### src/rtl/pfa_ram.sv
`timescale 1ns / 1ps

module pfa_ram #(
    parameter int WIDTH = 8,
    parameter int DEPTH = 16
) (
    input  logic                     clk,
    input  logic                     we,
    input  logic [$clog2(DEPTH)-1:0] waddr,
    input  logic [WIDTH-1:0]         wdata,
    input  logic [$clog2(DEPTH)-1:0] raddr,
    output logic [WIDTH-1:0]         rdata
);

    logic [WIDTH-1:0] mem [DEPTH];

    always_ff @(posedge clk)
    begin
        if (we)
        begin
            mem[waddr] <= wdata;
        end
        rdata <= mem[raddr];
    end

endmodule

### config.mk
export PLATFORM = sky130hd
export DESIGN_NAME = pfa_ram
export DESIGN_NICKNAME = d
export VERILOG_FILES = /design/src/rtl/pfa_ram.sv
export SDC_FILE = /design/constraint.sdc
export NUM_CORES = 1
export LEC_CHECK = 0
export ABC_AREA = 1
export BUFFER_PORTS_ARGS = -buffer_cell sky130_fd_sc_hd__buf_2
export CORE_UTILIZATION = 46
export DETAILED_ROUTE_END_ITERATION = 16
export SLEW_MARGIN = 20
export SYNTH_ARGS = -nofsm -noshare
export SYNTH_HDL_FRONTEND = slang
export SYNTH_SLANG_ARGS = --single-unit
### constraint.sdc
create_clock -name clk -period 1.3 [get_ports clk]
set_clock_uncertainty 0.2 [all_clocks]
set_input_delay 0.26 -clock clk [delete_from_list [all_inputs] [get_ports clk]]
set_output_delay 0.26 -clock clk [all_outputs]
set_load 0.02 [all_outputs]
* After elaboration in Yosys (flattened, before gate mapping)
Memories as Yosys holds them, arrays and structs flattened. A register that Yosys moved wholly into a read port is not among the register bits.
Cells that the tools add are included.
** Cells by class
- Muxes and demuxes :: 2
** Operators with widths (count)
- 1-bit 2-to-1 mux :: 2
** Storage, ports and cells
- RAM bits :: 128
- Memories kept :: 1
- Output and inout bits :: 8
- Logic and storage cells :: 3
- Register bits after elaboration :: 0
- Bits of input ports :: 18
** Memories
- mem :: depth 16, width 8, read ports 1, clocked after memory_dff 1, wr ports 1, line 15 : logic [WIDTH-1:0] mem [DEPTH];

* Depth between registers and ports, before layout
- Depth after elaboration :: 2
- Depth in mapped cells :: 8
- Depth with buffers taken out :: 7

* Worst setup path before layout
No wires, ideal clock.
- Path type :: input -> register
- Start point :: input waddr[3]
- End point :: memory mem[4][0], enable pin
- Data required time :: 0.730 ns
- Setup slack :: -0.111 ns
- Library setup time :: 0.370 ns
- Cell stages on the path :: 2
- Data arrival time :: 0.841 ns
- Buffers on the path :: 0
- Cell sequence :: nand3b_1 -> nor2_1
** RTL lines
- start: declaration :: line 9 : input logic [$clog2(DEPTH)-1:0] waddr,
- end: declaration :: line 15
Straight into the memory's write port.

* Worst setup path in the final report
- Start point :: register rdata[0], read port of mem
- End point :: output rdata[0]
** RTL lines
- start: declaration :: line 12 : output logic [WIDTH-1:0] rdata
No word-level cell between the ends.

==> results.py <==
metrics = {
    "power": {
        "seq_power_share_pct": 46.5,
        "internal_power_uw": 8505,
        "power_density_nw_per_um2": 1523,
        "p_leak_uw": 0.003060,
        "swShare_pct": 20.01,
        "switching_power_uw": 2127,
        "clock_power_share_pct": 47.0,
        "irDropWorstVdd_mv": 0.6864,
        "p_comb_share_pct": 6.5,
    },
    "clocking": {
        "cts_sinks": 136,
        "cts_htree_levels": 4,
        "path_clk_slew_ns": 0.06,
        "cts_buffers": 17,
        "cts_buffer_depth": 2,
        "ctsHoldBuffers": 0,
        "clk_latency_ns": 0.41,
        "cts-root-buf": "clkbuf_16",
        "cts_tree": "built",
    },
    "timing": {
        "rsz0062_at_grt": "yes",
        "setup_viol": 6,
        "worst_pin_slew_ns": 0.3413,
        "hold_viol": 0,
        "relSlewSlack_pct": 77.18,
        "fin_ws_ns": -0.02819,
        "fmax_ghz": 0.7529,
        "setup_tns_ns": -0.06617,
        "hold_slack_ns": 0.04807,
        "report.final.slew_viol_count": 0,
        "finalCritPeriodShare_pct": 102.2,
        "min_period_ns": 1.328,
    },
    "grt": {
        "antenna_found_initial": 0,
        "grt_pass1_vias": 3713,
        "grt_pass1_wl_um": 19030,
        "grt_max_degree": 37,
        "grt_use_total_pct": 20.51,
        "grt_overflow": 0,
    },
    "floorplanning": {
        "initial_core_util_pct": 47.61,
        "chipWidth_um": 114.0,
        "pin_count": 26,
        "die_h_um": 114.0,
        "fp.dieArea_um2": 12990,
        "row_count": 40,
        "core_um2": 12110,
    },
    "drt": {
        "wire_per_inst_um": 15.16,
        "vias": 3782,
        "drt-total-wl_um": 11970,
        "antenna_left": 0,
        "drc_errors": 0,
        "drt_pass1_iterations": 4,
        "post_drt_via_cell_ratio": 4.787,
        "drt_iter0_markers": 298,
    },
    "logic_synthesis": {
        "synth_ff_type": "edfxtp_1",
        "yosys-top-cells-count": "173 x nand2_1, 128 x edfxtp_1, 100 x inv_1",
        "postSynthAreaPerCell_um2": 10.47,
        "synth_edf_count": 128,
        "netlist_area_um2": 5767,
        "syn_inst": 551,
        "synth.yosys.seq_area_share_pct": 69.43,
        "synth_nets": 569,
        "ys_seq_elements": 136,
        "synth_area_leader_cell": "edfxtp_1",
        "yosysWarnings": 0,
        "synth_most_common_cell": "nand2_1",
        "synth_cell_types": 12,
        "yosys.area.top_type_share_pct": 66.65,
        "synth_async_sr_flop_share_pct": 0,
        "synth.area.top_cells": "edfxtp_1 67%, nand2_1 11%, nand3_1 8.4%",
    },
    "setup_path": {
        "critPathKind": "reg -> out",
        "cpPeakStageDelay_ns": 0.34,
        "critPathLaunchType": "flip-flop",
        "slowest_stage": "dfxtp_2",
        "cp_cell_sequence": "buf_6",
        "worst-path-max-fanout": 1,
        "required_ns": 0.84,
        "crit_path_end_kind": "output pin",
        "worst_path_dominant_cell_family": "flip-flops",
        "critPathArrivalTime_ns": 0.87,
        "critPathBufInv": 1,
    },
    "outcome": {
        "status": "finished with violations",
        "violations": "negative setup slack",
    },
    "layout": {
        "final_nets": 627,
        "diodes": 0,
        "nFillCells": 1067,
        "final_util_pct": 57.64,
        "syn_to_final_growth_pct": 21.07,
        "drive_above_1_share_pct": 17.36,
        "stdcell_area_um2": 6982,
    },
    "placement": {
        "hpwl_um": 7988,
        "gp_congestion": 0.7987,
        "dp_slack_ns": -0.1982,
        "io_buffers": 25,
        "place_area_um2": 6299,
    },
    "worst_hold_path": {
        "min_path_type": "in -> reg",
    },
    "flow_run": {
        "drv_cap": 0,
    },
}
-- kinds of logic after synthesis --
| group | after synthesis | share of synthesized area, % |
|---|---|---|
| simple gates | 289 | 21.05 |
| flops | 136 | 69.43 |
| buf+inv | 126 | 9.525 |
-- flip-flops by register name, indices dropped and copies added, names as in the netlist --
register	flops
rdata	8
mem	128
-- area by class of cell --
cell class	count	area (um^2)	area share, %
Tap cell	168	210.2	3.011
Multi-Input combinational cell	289	1229	17.60
Clock inverter	9	145.1	2.079
Sequential cell	136	4014	57.49
Inverter	102	382.9	5.484
Timing Repair Buffer	63	523.0	7.491
Clock buffer	23	478.0	6.846
-- cell usage in the layout, fill, tap and decap left out, types with 8 or more instances in the layout --
cell and n:
buf_2 17, buf_4 33, buf_6 8, clkbuf_16 17, dfxtp_2 8, edfxtp_1 128, inv_1 100, nand2_1 173
nand3_1 97, nor2_1 11
-- metal layers --
metal  GRT usage [%]  part of all wire, %  vias up
met1           25.93                   44     1784
met4           8.398                  1.5        0
li1                -                    -     1889
met3           5.313                  5.5       15
met5               0                    0        -
met2           33.70                   49       94
-- metrics by stage --
step                      total power (uW)  std cells
after floorplan                       5402        551
after global placement                5673        758
after detailed placement              5688        758
after CTS                            10720        790
after global routing                 10970        790
final                                10630        790
-- timing repair --
| action | 4_1_cts | 5_1_grt |
|---|---|---|
| gates resized for setup | 24 | 0 |
| setup buffers | 0 | 0 |
| setup endpoints to repair | 8 | 8 |
-- power groups by stage --
| stage | logic (uW) | registers, uW | clock network, uW |
|---|---|---|---|
| floorplan | 349 | 5050 | 0 |
| global placement | 655 | 5020 | 0 |
| detailed placement | 667 | 5020 | 0 |
| CTS | 703 | 4940 | 5080 |
| global route | 769 | 4950 | 5260 |
| finish | 694 | 4940 | 4990 |
-- path summary, 6_finish.rpt --
check / endpoint / cells after the start / startpoint / slack (ns)
min reg2reg: rdata[5] / 6 / mem[12][5] / 0.47
max: rdata[0] / 1 / rdata[0] / -0.03
max reg2reg: rdata[7] / 6 / mem[1][7] / 0.14
min: mem[13][4] / 1 / wdata[4] / 0.05
Note: power is estimated with default switching activity, not from simulation.
